$ cat src/hdl/lsp_pkg.sv
// Shared types, constants and the square root step function for the lidar spherical projection pipeline.
package lsp_pkg;

  localparam int SQ_RW   = 32;
  localparam int SQ_REMW = SQ_RW + 3;
  localparam int SQ_STEPS = 32;
  localparam int CORDIC_STEPS = 24;
  localparam int CRD_W = 36;
  localparam int ANG_W = 34;
  localparam int FOV_W = 16;
  localparam int DN_W  = 15;
  localparam int ROW_W = 6;
  localparam int COL_W = 11;
  localparam int PIX_W = 17;
  localparam int DIST_W = 24;

  localparam logic signed [ANG_W-1:0] HALF_TURN = 34'sd1073741824;
  localparam logic signed [15:0] PITCH_SCALE = 16'sd18000;

  localparam logic signed [ANG_W-1:0] ATAN_TAB [CORDIC_STEPS] = '{
    34'sd268435456, 34'sd158466703, 34'sd83729454, 34'sd42502378, 34'sd21333666,
    34'sd10677233, 34'sd5339919, 34'sd2670123, 34'sd1335082, 34'sd667543,
    34'sd333772, 34'sd166886, 34'sd83443, 34'sd41722, 34'sd20861, 34'sd10430,
    34'sd5215, 34'sd2608, 34'sd1304, 34'sd652, 34'sd326, 34'sd163, 34'sd81, 34'sd41
  };

  typedef enum logic [1:0] {
    REG_FOV_UP   = 2'd0,
    REG_FOV_LO   = 2'd1,
    REG_ROWS     = 2'd2,
    REG_COLS     = 2'd3
  } reg_idx_t;

  typedef struct packed {
    logic signed [23:0] x;
    logic signed [23:0] y;
    logic signed [23:0] z;
    logic [15:0] refl;
    logic [19:0] pnum;
  } item_t;

  typedef struct packed {
    item_t it;
    logic [DIST_W-1:0] radius;
  } side_t;

  typedef struct packed {
    logic signed [ANG_W-1:0] yaw;
    logic yaw_zero;
    logic signed [ANG_W-1:0] pitch;
  } ang_t;

  typedef struct packed {
    logic [FOV_W-1:0] fov;
    logic signed [FOV_W:0] fov_dn;
    logic fov_zero;
  } map_cfg_t;

  typedef struct packed {
    logic [SQ_REMW-1:0] rem;
    logic [SQ_RW-1:0] root;
  } sq_t;

  function automatic sq_t sq_step(sq_t s, logic [1:0] b);
    sq_t o;
    logic [SQ_REMW-1:0] r;
    logic [SQ_REMW-1:0] t;
    r = {s.rem[SQ_REMW-3:0], b};
    t = {1'b0, s.root, 2'b01};
    if (r >= t) begin
      o.rem = r - t;
      o.root = {s.root[SQ_RW-2:0], 1'b1};
    end else begin
      o.rem = r;
      o.root = {s.root[SQ_RW-2:0], 1'b0};
    end
    return o;
  endfunction

endpackage

$ cat src/hdl/lsp_map.sv
// Angle to column and row mapping with a pipelined restoring divider for the row.
module lsp_map import lsp_pkg::*; #(
  parameter int MAX_ROWS = 64,
  parameter int MAX_COLS = 2048
) (
  input  logic clk,
  input  logic rst_n,
  input  logic en,
  input  map_cfg_t cfg,
  input  logic [$clog2(MAX_ROWS+1)-1:0] rows,
  input  logic [$clog2(MAX_COLS+1)-1:0] cols,
  input  logic [FOV_W+$clog2(MAX_ROWS+1)-1:0] fov_rows,
  input  logic in_valid,
  input  side_t in_side,
  input  ang_t in_ang,
  output logic out_valid,
  output side_t out_side,
  output logic [((MAX_COLS > 1) ? $clog2(MAX_COLS) : 1)-1:0] out_col,
  output logic [((MAX_ROWS > 1) ? $clog2(MAX_ROWS) : 1)-1:0] out_row
);

  localparam int RCW = $clog2(MAX_ROWS+1);
  localparam int CW  = $clog2(MAX_COLS+1);
  localparam int QW  = (MAX_ROWS > 1) ? $clog2(MAX_ROWS) : 1;
  localparam int CVW = (MAX_COLS > 1) ? $clog2(MAX_COLS) : 1;
  localparam int TW  = ANG_W + 1;
  localparam int PW  = ANG_W + 16;
  localparam int NW  = 52;
  localparam int NRW = NW - 1 + RCW;
  localparam int DW  = NRW - 30;
  localparam int FRW = FOV_W + RCW;
  localparam int PCW = TW - 1 + CW;

  // stage 1
  logic v1_r;
  side_t s1_r;
  logic signed [TW-1:0] t1_r;
  logic signed [PW-1:0] p18_r;
  // stage 2
  logic v2_r;
  side_t s2_r;
  logic tneg2_r;
  logic [PCW-1:0] pc2_r;
  logic signed [NW-1:0] num2_r;
  // stage 3
  logic v3_r;
  side_t s3_r;
  logic [CVW-1:0] col3_r;
  logic neg3_r;
  logic [NRW-1:0] nr3_r;
  // stage 4
  logic v4_r;
  side_t s4_r;
  logic [CVW-1:0] col4_r;
  logic neg4_r;
  logic sat4_r;
  logic [FRW-1:0] rem4_r;
  // divider
  logic dv_r [QW];
  side_t dsd_r [QW];
  logic [CVW-1:0] dcol_r [QW];
  logic dneg_r [QW];
  logic dsat_r [QW];
  logic [FRW-1:0] drem_r [QW];
  logic [QW-1:0] dq_r [QW];
  // final
  logic vf_r;
  side_t sf_r;
  logic [CVW-1:0] colf_r;
  logic [QW-1:0] rowf_r;

  logic signed [TW-1:0] t_nxt;
  logic [CW+2:0] pc_sh;
  logic [CVW-1:0] col_nxt;
  logic [DW-1:0] dv;

  assign t_nxt = in_ang.yaw_zero ? TW'(HALF_TURN) : (TW'(HALF_TURN) - TW'(in_ang.yaw));
  assign pc_sh = pc2_r[PCW-1:31];
  assign dv = nr3_r[NRW-1:30];

  always_comb begin
    if (tneg2_r) begin
      col_nxt = '0;
    end else if (pc_sh > {3'b000, cols - 1'b1}) begin
      col_nxt = CVW'(cols - 1'b1);
    end else begin
      col_nxt = CVW'(pc_sh);
    end
  end

  always_ff @(posedge clk) begin
    if (!rst_n) begin
      v1_r <= 1'b0;
      v2_r <= 1'b0;
      v3_r <= 1'b0;
      v4_r <= 1'b0;
      vf_r <= 1'b0;
    end else if (en) begin
      v1_r <= in_valid;
      v2_r <= v1_r;
      v3_r <= v2_r;
      v4_r <= v3_r;
      vf_r <= dv_r[QW-1];
    end
  end

  always_ff @(posedge clk) begin
    if (en) begin
      s1_r <= in_side;
      t1_r <= t_nxt;
      p18_r <= PW'(in_ang.pitch) * PW'(PITCH_SCALE);

      s2_r <= s1_r;
      tneg2_r <= t1_r < 0;
      pc2_r <= PCW'(t1_r[TW-2:0]) * PCW'(cols);
      num2_r <= (NW'(cfg.fov_dn) <<< 30) - NW'(p18_r);

      s3_r <= s2_r;
      col3_r <= col_nxt;
      neg3_r <= num2_r < 0;
      nr3_r <= NRW'(num2_r[NW-2:0]) * NRW'(rows);

      s4_r <= s3_r;
      col4_r <= col3_r;
      neg4_r <= neg3_r;
      sat4_r <= dv >= DW'(fov_rows);
      rem4_r <= dv[FRW-1:0];

      sf_r <= dsd_r[QW-1];
      colf_r <= dcol_r[QW-1];
      if (cfg.fov_zero || dneg_r[QW-1]) begin
        rowf_r <= '0;
      end else if (dsat_r[QW-1]) begin
        rowf_r <= QW'(rows - 1'b1);
      end else begin
        rowf_r <= dq_r[QW-1];
      end
    end
  end

  for (genvar j = 0; j < QW; j++) begin : g_div
    logic v_s, neg_s, sat_s;
    side_t sd_s;
    logic [CVW-1:0] col_s;
    logic [FRW-1:0] rem_s, dvs;
    logic [QW-1:0] q_s;
    if (j == 0) begin : g_src
      assign v_s = v4_r;
      assign sd_s = s4_r;
      assign col_s = col4_r;
      assign neg_s = neg4_r;
      assign sat_s = sat4_r;
      assign rem_s = rem4_r;
      assign q_s = '0;
    end else begin : g_src
      assign v_s = dv_r[j-1];
      assign sd_s = dsd_r[j-1];
      assign col_s = dcol_r[j-1];
      assign neg_s = dneg_r[j-1];
      assign sat_s = dsat_r[j-1];
      assign rem_s = drem_r[j-1];
      assign q_s = dq_r[j-1];
    end
    assign dvs = FRW'(cfg.fov) << (QW - 1 - j);
    always_ff @(posedge clk) begin
      if (!rst_n) begin
        dv_r[j] <= 1'b0;
      end else if (en) begin
        dv_r[j] <= v_s;
      end
    end
    always_ff @(posedge clk) begin
      if (en) begin
        dsd_r[j] <= sd_s;
        dcol_r[j] <= col_s;
        dneg_r[j] <= neg_s;
        dsat_r[j] <= sat_s;
        if (rem_s >= dvs) begin
          drem_r[j] <= rem_s - dvs;
          dq_r[j] <= q_s | (QW'(1) << (QW - 1 - j));
        end else begin
          drem_r[j] <= rem_s;
          dq_r[j] <= q_s;
        end
      end
    end
  end

  assign out_valid = vf_r;
  assign out_side = sf_r;
  assign out_col = colf_r;
  assign out_row = rowf_r;

endmodule
$ cat config.mk
export PLATFORM = sky130hd
export DESIGN_NAME = lsp_map
export DESIGN_NICKNAME = d
export VERILOG_FILES = /design/src/hdl/lsp_pkg.sv /design/src/hdl/lsp_map.sv
export SDC_FILE = /design/constraint.sdc
export NUM_CORES = 2
export LEC_CHECK = 0
export ABC_AREA = 1
export CORE_MARGIN = 5
export CORE_UTILIZATION = 45
export CTS_BUF_LIST = sky130_fd_sc_hd__clkbuf_4
export CTS_CLUSTER_SIZE = 28
export DETAILED_ROUTE_END_ITERATION = 10
export DONT_BUFFER_PORTS = 1
export HOLD_SLACK_MARGIN = 0.12
export MAX_ROUTING_LAYER = met4
export PLACE_DENSITY = 0.63
export SYNTH_ARGS = -nofsm -noshare
export SYNTH_HDL_FRONTEND = slang
export SYNTH_SLANG_ARGS = --single-unit
export TNS_END_PERCENT = 10
$ cat constraint.sdc
create_clock -name clk -period 10.2 [get_ports clk]
set_clock_uncertainty 0.1 [all_clocks]
set_input_delay 1.02 -clock clk [delete_from_list [all_inputs] [get_ports clk]]
set_output_delay 1.02 -clock clk [all_outputs]
set_load 0.005 [all_outputs]
## After elaboration in Yosys (flattened, before gate mapping)

Memories as Yosys holds them, arrays and structs flattened. A register that Yosys moved wholly into a read port is not among the register bits.
Index checks and enable logic that the tools add are counted.

| word-level totals | value |
|---|---|
| bits in registers | 824 |
| memory bits (read-only) | 0 |
| latch bits | 0 |
| input bits | 281 |
| memories | 7 |
| word-level logic and storage cells | 152 |
| memory bits (writable) | 1050 |
| output and inout port bits | 150 |

Memory list:

| memory | words | bits a word | rd ports | clocked after Yosys merged registers in | write ports | line | text |
|---|---|---|---|---|---|---|---|
| dsd_r | 6 | 132 | 6 | 1 | 6 | lsp_map.sv:60 | `side_t dsd_r [QW];` |
| drem_r | 6 | 23 | 5 | 0 | 6 | lsp_map.sv:64 | `logic [FRW-1:0] drem_r [QW];` |
| dcol_r | 6 | 11 | 6 | 1 | 6 | lsp_map.sv:61 | `logic [CVW-1:0] dcol_r [QW];` |
| dq_r | 6 | 6 | 6 | 0 | 6 | lsp_map.sv:65 | `logic [QW-1:0] dq_r [QW];` |
| dneg_r | 6 | 1 | 6 | 0 | 6 | lsp_map.sv:62 | `logic dneg_r [QW];` |
| dsat_r | 6 | 1 | 6 | 0 | 6 | lsp_map.sv:63 | `logic dsat_r [QW];` |
| +1 memories | - | - | - | - | - | - |  |

| operators by class | value |
|---|---|
| multiplexer cells | 61 |
| reductions and logical operators | 2 |
| magnitude comparators | 10 |
| $add $sub $neg | 10 |
| shift-type cells | 0 |
| multiply operators | 3 |
| equal/unequal tests | 0 |
| divide/modulo/power cells | 0 |
| bitwise logic cells | 18 |

Operators by type and width:

| operator | count |
|---|---|
| two-way mux 23 bit | 6 |
| multiplier 51 x 7 -> 58 bit | 1 |
| less-than comparator 52 x 1 -> 1 bit (second input constant) | 1 |
| subtractor 47 x 50 -> 51 bit | 1 |
| two-way mux 1 bit | 47 |
| multiplier 34 x 12 -> 46 bit | 1 |
| multiplier 34 x 12 -> 46 bit (second input constant) | 1 |
| two-way mux 6 bit | 7 |
| less-than comparator 35 x 1 -> 1 bit (second input constant) | 1 |
| subtractor 32 x 34 -> 35 bit (first input constant) | 1 |
| >= comparator 28 x 23 -> 1 bit | 1 |
| >= comparator 23 x 16 -> 1 bit | 1 |
| >= comparator 23 x 17 -> 1 bit | 1 |
| >= comparator 23 x 18 -> 1 bit | 1 |
| >= comparator 23 x 19 -> 1 bit | 1 |
| >= comparator 23 x 20 -> 1 bit | 1 |
| >= comparator 23 x 21 -> 1 bit | 1 |
| subtractor 23 x 16 -> 23 bit | 1 |
| subtractor 23 x 17 -> 23 bit | 1 |
| subtractor 23 x 18 -> 23 bit | 1 |
| subtractor 23 x 19 -> 23 bit | 1 |
| subtractor 23 x 20 -> 23 bit | 1 |
| subtractor 23 x 21 -> 23 bit | 1 |
| OR 1 bit | 18 |
| other kinds (6) | 6 |

## Longest topological paths before layout

An unclocked memory read counts as a cell.

| logic depth | value |
|---|---|
| depth in word-level cells | 6 |
| gate-level depth with buffers | 26 |
| depth with buffers taken out | 24 |

## Least setup slack after synthesis

OpenSTA, ideal clock, no wires.

| timing | value |
|---|---|
| kind | input to register |
| start | input port cols[6] |
| end | register pc2_r[36] (data pin) |
| library setup time | 0.252 ns |
| path buffers | 2 |
| arrival time | 5.515 ns |
| data required time | 9.848 ns |
| stages on the path | 23 |
| setup slack | 4.332 ns |
| path through | clkbuf_1 > clkbuf_1 > nand2_1 > fa_1 > inv_1 > fa_1 > fa_1 > fa_1 > inv_1 > fa_1 > inv_1 > ha_1 > nand2_1 > nor2_1 > nand2_1 > nor2_1 > nand2_1 > inv_1 > nand2_1 > nand4_1 > nor2_1 > nand3_1 > nand2_1 |

| between the ends | value |
|---|---|
| word-level cells in the longest chain between the ends | 1 |

RTL lines:

| element | line | text |
|---|---|---|
| start: declaration | lsp_map.sv:11 | `input logic [$clog2(MAX_COLS+1)-1:0] cols,` |
| multiplier 34 x 12 -> 46 bit | lsp_map.sv:115 | `pc2_r <= PCW'(t1_r[TW-2:0]) * PCW'(cols);` |
| end signal: assignment | lsp_map.sv:115 |  |
| end: declaration | lsp_map.sv:43 | `logic [PCW-1:0] pc2_r;` |

No other way between the ends.
A chain may end at the register's enable or synchronous reset.

==> run_results.csv <==
group,metric,value,unit
status,status,"completed",
detailed_routing,drt_iter0_drc,4440,
timing,rsz0062_at_grt,"no",
timing,min_period,5.76,ns
logic_synthesis,yosysUniqueCellTypes,55,
critical_path,required,11.09,ns
detailed_routing,wl_per_cell,17.7,um
floorplan,fp.dieH,482,um
min_path,hold_path_depth,0,
critical_path,end_kind,"register",
floorplan,std_cell_rows,173,
detailed_routing,drc,0,
critical_path,cp-start-kind,"input port",
power_and_ir_drop,ir_drop,0.000418,V
floorplan,pin_count,431,
power_and_ir_drop,powerDensity,336,nW/um^2
floorplan,initial_core_util,45.1,%
detailed_routing,ant_nets,0,
critical_path,regToRegSetupSlack,4.48,ns
logic_synthesis,synth_flop_cell,"edfxtp_1",
detailed_routing,vias,62600,
timing,tns,0,ns
floorplan,die_w,482,um
logic_synthesis,yosys_warnings,0,
clock_network,clk_pin_slew_worst_paths,0.07,ns
detailed_routing,avgViaCountPerCell,4.94,
logic_synthesis,yosysSeqAreaShare,57.4,%
timing,slew_violations,0,
flow_run,maxCapViolCount,0,
critical_path,worst-r2r-cell-count,17,
finish,final_cell_mix,"edfxtp_1 (1908), nand2_1 (1800), inv_1 (1661)",
global_routing,grt_overflow,0,
placement,dpl.hpwl,163000,um
global_routing,antenna_found_initial,25,
clock_network,clk_latency,1.39,ns
clock_network,cts_buffer_depth,4,
timing,relSlewSlack,3.53,%
placement,gp_congestion,0.922,
floorplan,die_area,232000,um^2
global_routing,grt_use_total,20.0,%
placement,pre_cts_ws,3.51,ns
global_routing,grt_pass1_vias,64400,
logic_synthesis,synth_cells,8599,
timing,finalSetupViolCount,0,
finish,fin_util,51.1,%
critical_path,path_class,"in2reg",
logic_synthesis,syn_area_per_cell,11.6,um^2
detailed_routing,routed_wl,224000,um
clock_network,cts_buffers,486,
min_path,hp-start,"s2_r[128]",
logic_synthesis,synth_edf_count,1908,
timing,fmax,174,MHz
clock_network,clock-sinks,1914,
logic_synthesis,synth.net_count,9978,
clock_network,cts_setup_buffers,0,
finish,drive_above_1_share,8.05,%
finish,area_delta_synth_final,13.1,%
timing,setup_ws,4.44,ns
critical_path,r2r-end,"pc2_r[40]",
critical_path,worstPathMaxFanout,210,
timing,post-route-period-util,56.5,%
critical_path,timing.rr.start,"t1_r[27]",
global_routing,grt_max_degree,294,
timing,hold_violations,0,
floorplan,fp.coreArea,222000,um^2
min_path,min_path_type,"reg2reg",
clock_network,htreeDepth,5,
timing,tightest_slew,1.45,ns
min_path,min_to,"s3_r[128]",
power_and_ir_drop,leakagePower,49.2,nW
logic_synthesis,async_reset_ff_share,0,%
clock_network,cts_tree,"done",
finish,multiInputGateArea,35800,um^2
finish,nets,10700,
detailed_routing,first_pass_iters,6,
global_routing,grt_pass1_wl,352000,um
logic_synthesis,syn_area,100000,um^2
finish,num-fill-cells,19600,
logic_synthesis,synth_area_leaders,"edfxtp_1 (57%), fa_1 (13%), nand2_1 (6.8%), inv_1 (6.2%), ha_1 (5.8%)",
finish,seq_area,57400,um^2
clock_network,root_buffer,"clkbuf_4",
placement,numPortBuffers,0,
logic_synthesis,synth-seq-cells,1914,
logic_synthesis,synth_largest_area_cell,"edfxtp_1",
logic_synthesis,synth_top_area_share,57.3,%
critical_path,cp.arrival,6.65,ns
finish,final_common_cell,"edfxtp_1",
## critical path, cell delays in order
cell,delay (ns)
dlygate4sd3_1,0.61
buf_16,0.42
buf_16,0.51
buf_16,0.43
buf_16,0.65
inv_1,0.62
nor3_1,0.38
o31ai_2,0.14
nor2_2,0.89
o21ai_0,0.20
## worst max path at each step
| stage | startpoint | to | slack [ns] |
|---|---|---|---|
| 6_report | en | drem_r[1][29] | 4.44 |
| 5_1_grt | t1_r[28] | pc2_r[37] | 4.17 |
| 4_1_cts | t1_r[27] | pc2_r[40] | 4.53 |
| 3_5_place_dp | en | drem_r[1][35] | 3.51 |
| 3_3_place_gp | en | drem_r[2][14] | 3.72 |
| 2_1_floorplan | cols[6] | pc2_r[36] | 4.33 |
## registers in the layout, summed over array words and instances (netlist names), 15 cells and up
register / flops
dsd_r: 792
g_div.sd_s: 132
out_side: 132
s1_r: 132
s2_r: 132
s3_r: 132
drem_r: 115
dcol_r: 66
num2_r: 47
p18_r: 46
t1_r: 35
nr3_r: 28
g_div.rem_s: 23
dq_r: 21
pc2_r: 15
## cell families after synthesis
family                   after synthesis  synth area share [%]
multiplexers                           1                0.0100
buffers and inverters               1815                  6.85
AND/OR/NAND/NOR                     2857                  11.7
AO/OA/AOI/OAI                        754                  4.16
adder cells (fa/ha/maj)             1098                  18.5
XOR/XNOR                             160                  1.40
flip-flops                          1914                  57.4
## what timing repair did
item / CTS / global route
hold buffers: 375 / 1
endpoints found under the hold margin: 252 / 40
gates resized for setup: 0 / 0
## stage by stage
stage,cells,hold WS (ns),cell area (um^2),power [mW]
after floorplan,8599,0.300,100000,25.5
after global placement,11400,0.300,103000,31.8
after detailed placement,11400,0.305,103000,31.9
after CTS,12600,0.123,113000,38.5
after global routing,12700,0.134,113000,42.0
final,12700,0.205,113000,38.0
## cells in the mapped netlist (4+ instances only)
| master | instances |
|---|---|
| edfxtp_1 | 1908 |
| nand2_1 | 1800 |
| inv_1 | 1661 |
| fa_1 | 637 |
| nor2_1 | 541 |
| ha_1 | 461 |
| a21oi_1 | 357 |
| nand3_1 | 258 |
| o21ai_0 | 229 |
| clkbuf_1 | 113 |
| xor2_1 | 112 |
| nand4_1 | 91 |
| nor3_1 | 79 |
| xnor2_1 | 48 |
| o21bai_1 | 33 |
| a21o_1 | 25 |
| a31oi_1 | 21 |
| nand3b_1 | 21 |
| nor4_1 | 21 |
| buf_1 | 19 |
| o21a_1 | 19 |
| o21ai_1 | 18 |
| a21boi_0 | 17 |
| buf_2 | 15 |
| or2_2 | 15 |
| o211ai_1 | 7 |
| o21ai_2 | 7 |
| dfxtp_1 | 6 |
| a21oi_2 | 5 |
| nand2_2 | 5 |
| nor2_2 | 5 |
| nand3_2 | 4 |
## cell type report
cell class | instances | area share (%)
multi-input combinational | 4870 | 31.6
inverter | 1664 | 5.52
clock buffer | 675 | 4.48
tap | 2975 | 3.29
antenna | 30 | 0.0663
clock inverter | 164 | 0.747
sequential | 1914 | 50.7
timing repair buffer | 386 | 3.57
## power breakdown
group / internal [mW] / switching (mW) / leakage, nW
combinational: 7.08 / 13.9 / 27.0
clock: 3.21 / 2.90 / 3.52
sequential: 10.3 / 0.724 / 18.7
## routing by layer
metal	track usage (%)	up-vias	wire [um]
met5	-	-	0
met4	6.86	0	6930
met3	3.91	453	13700
met2	31.9	1895	107000
met1	25.7	30300	96400
li1	-	29900	-
(Power assumes the default switching activity.)
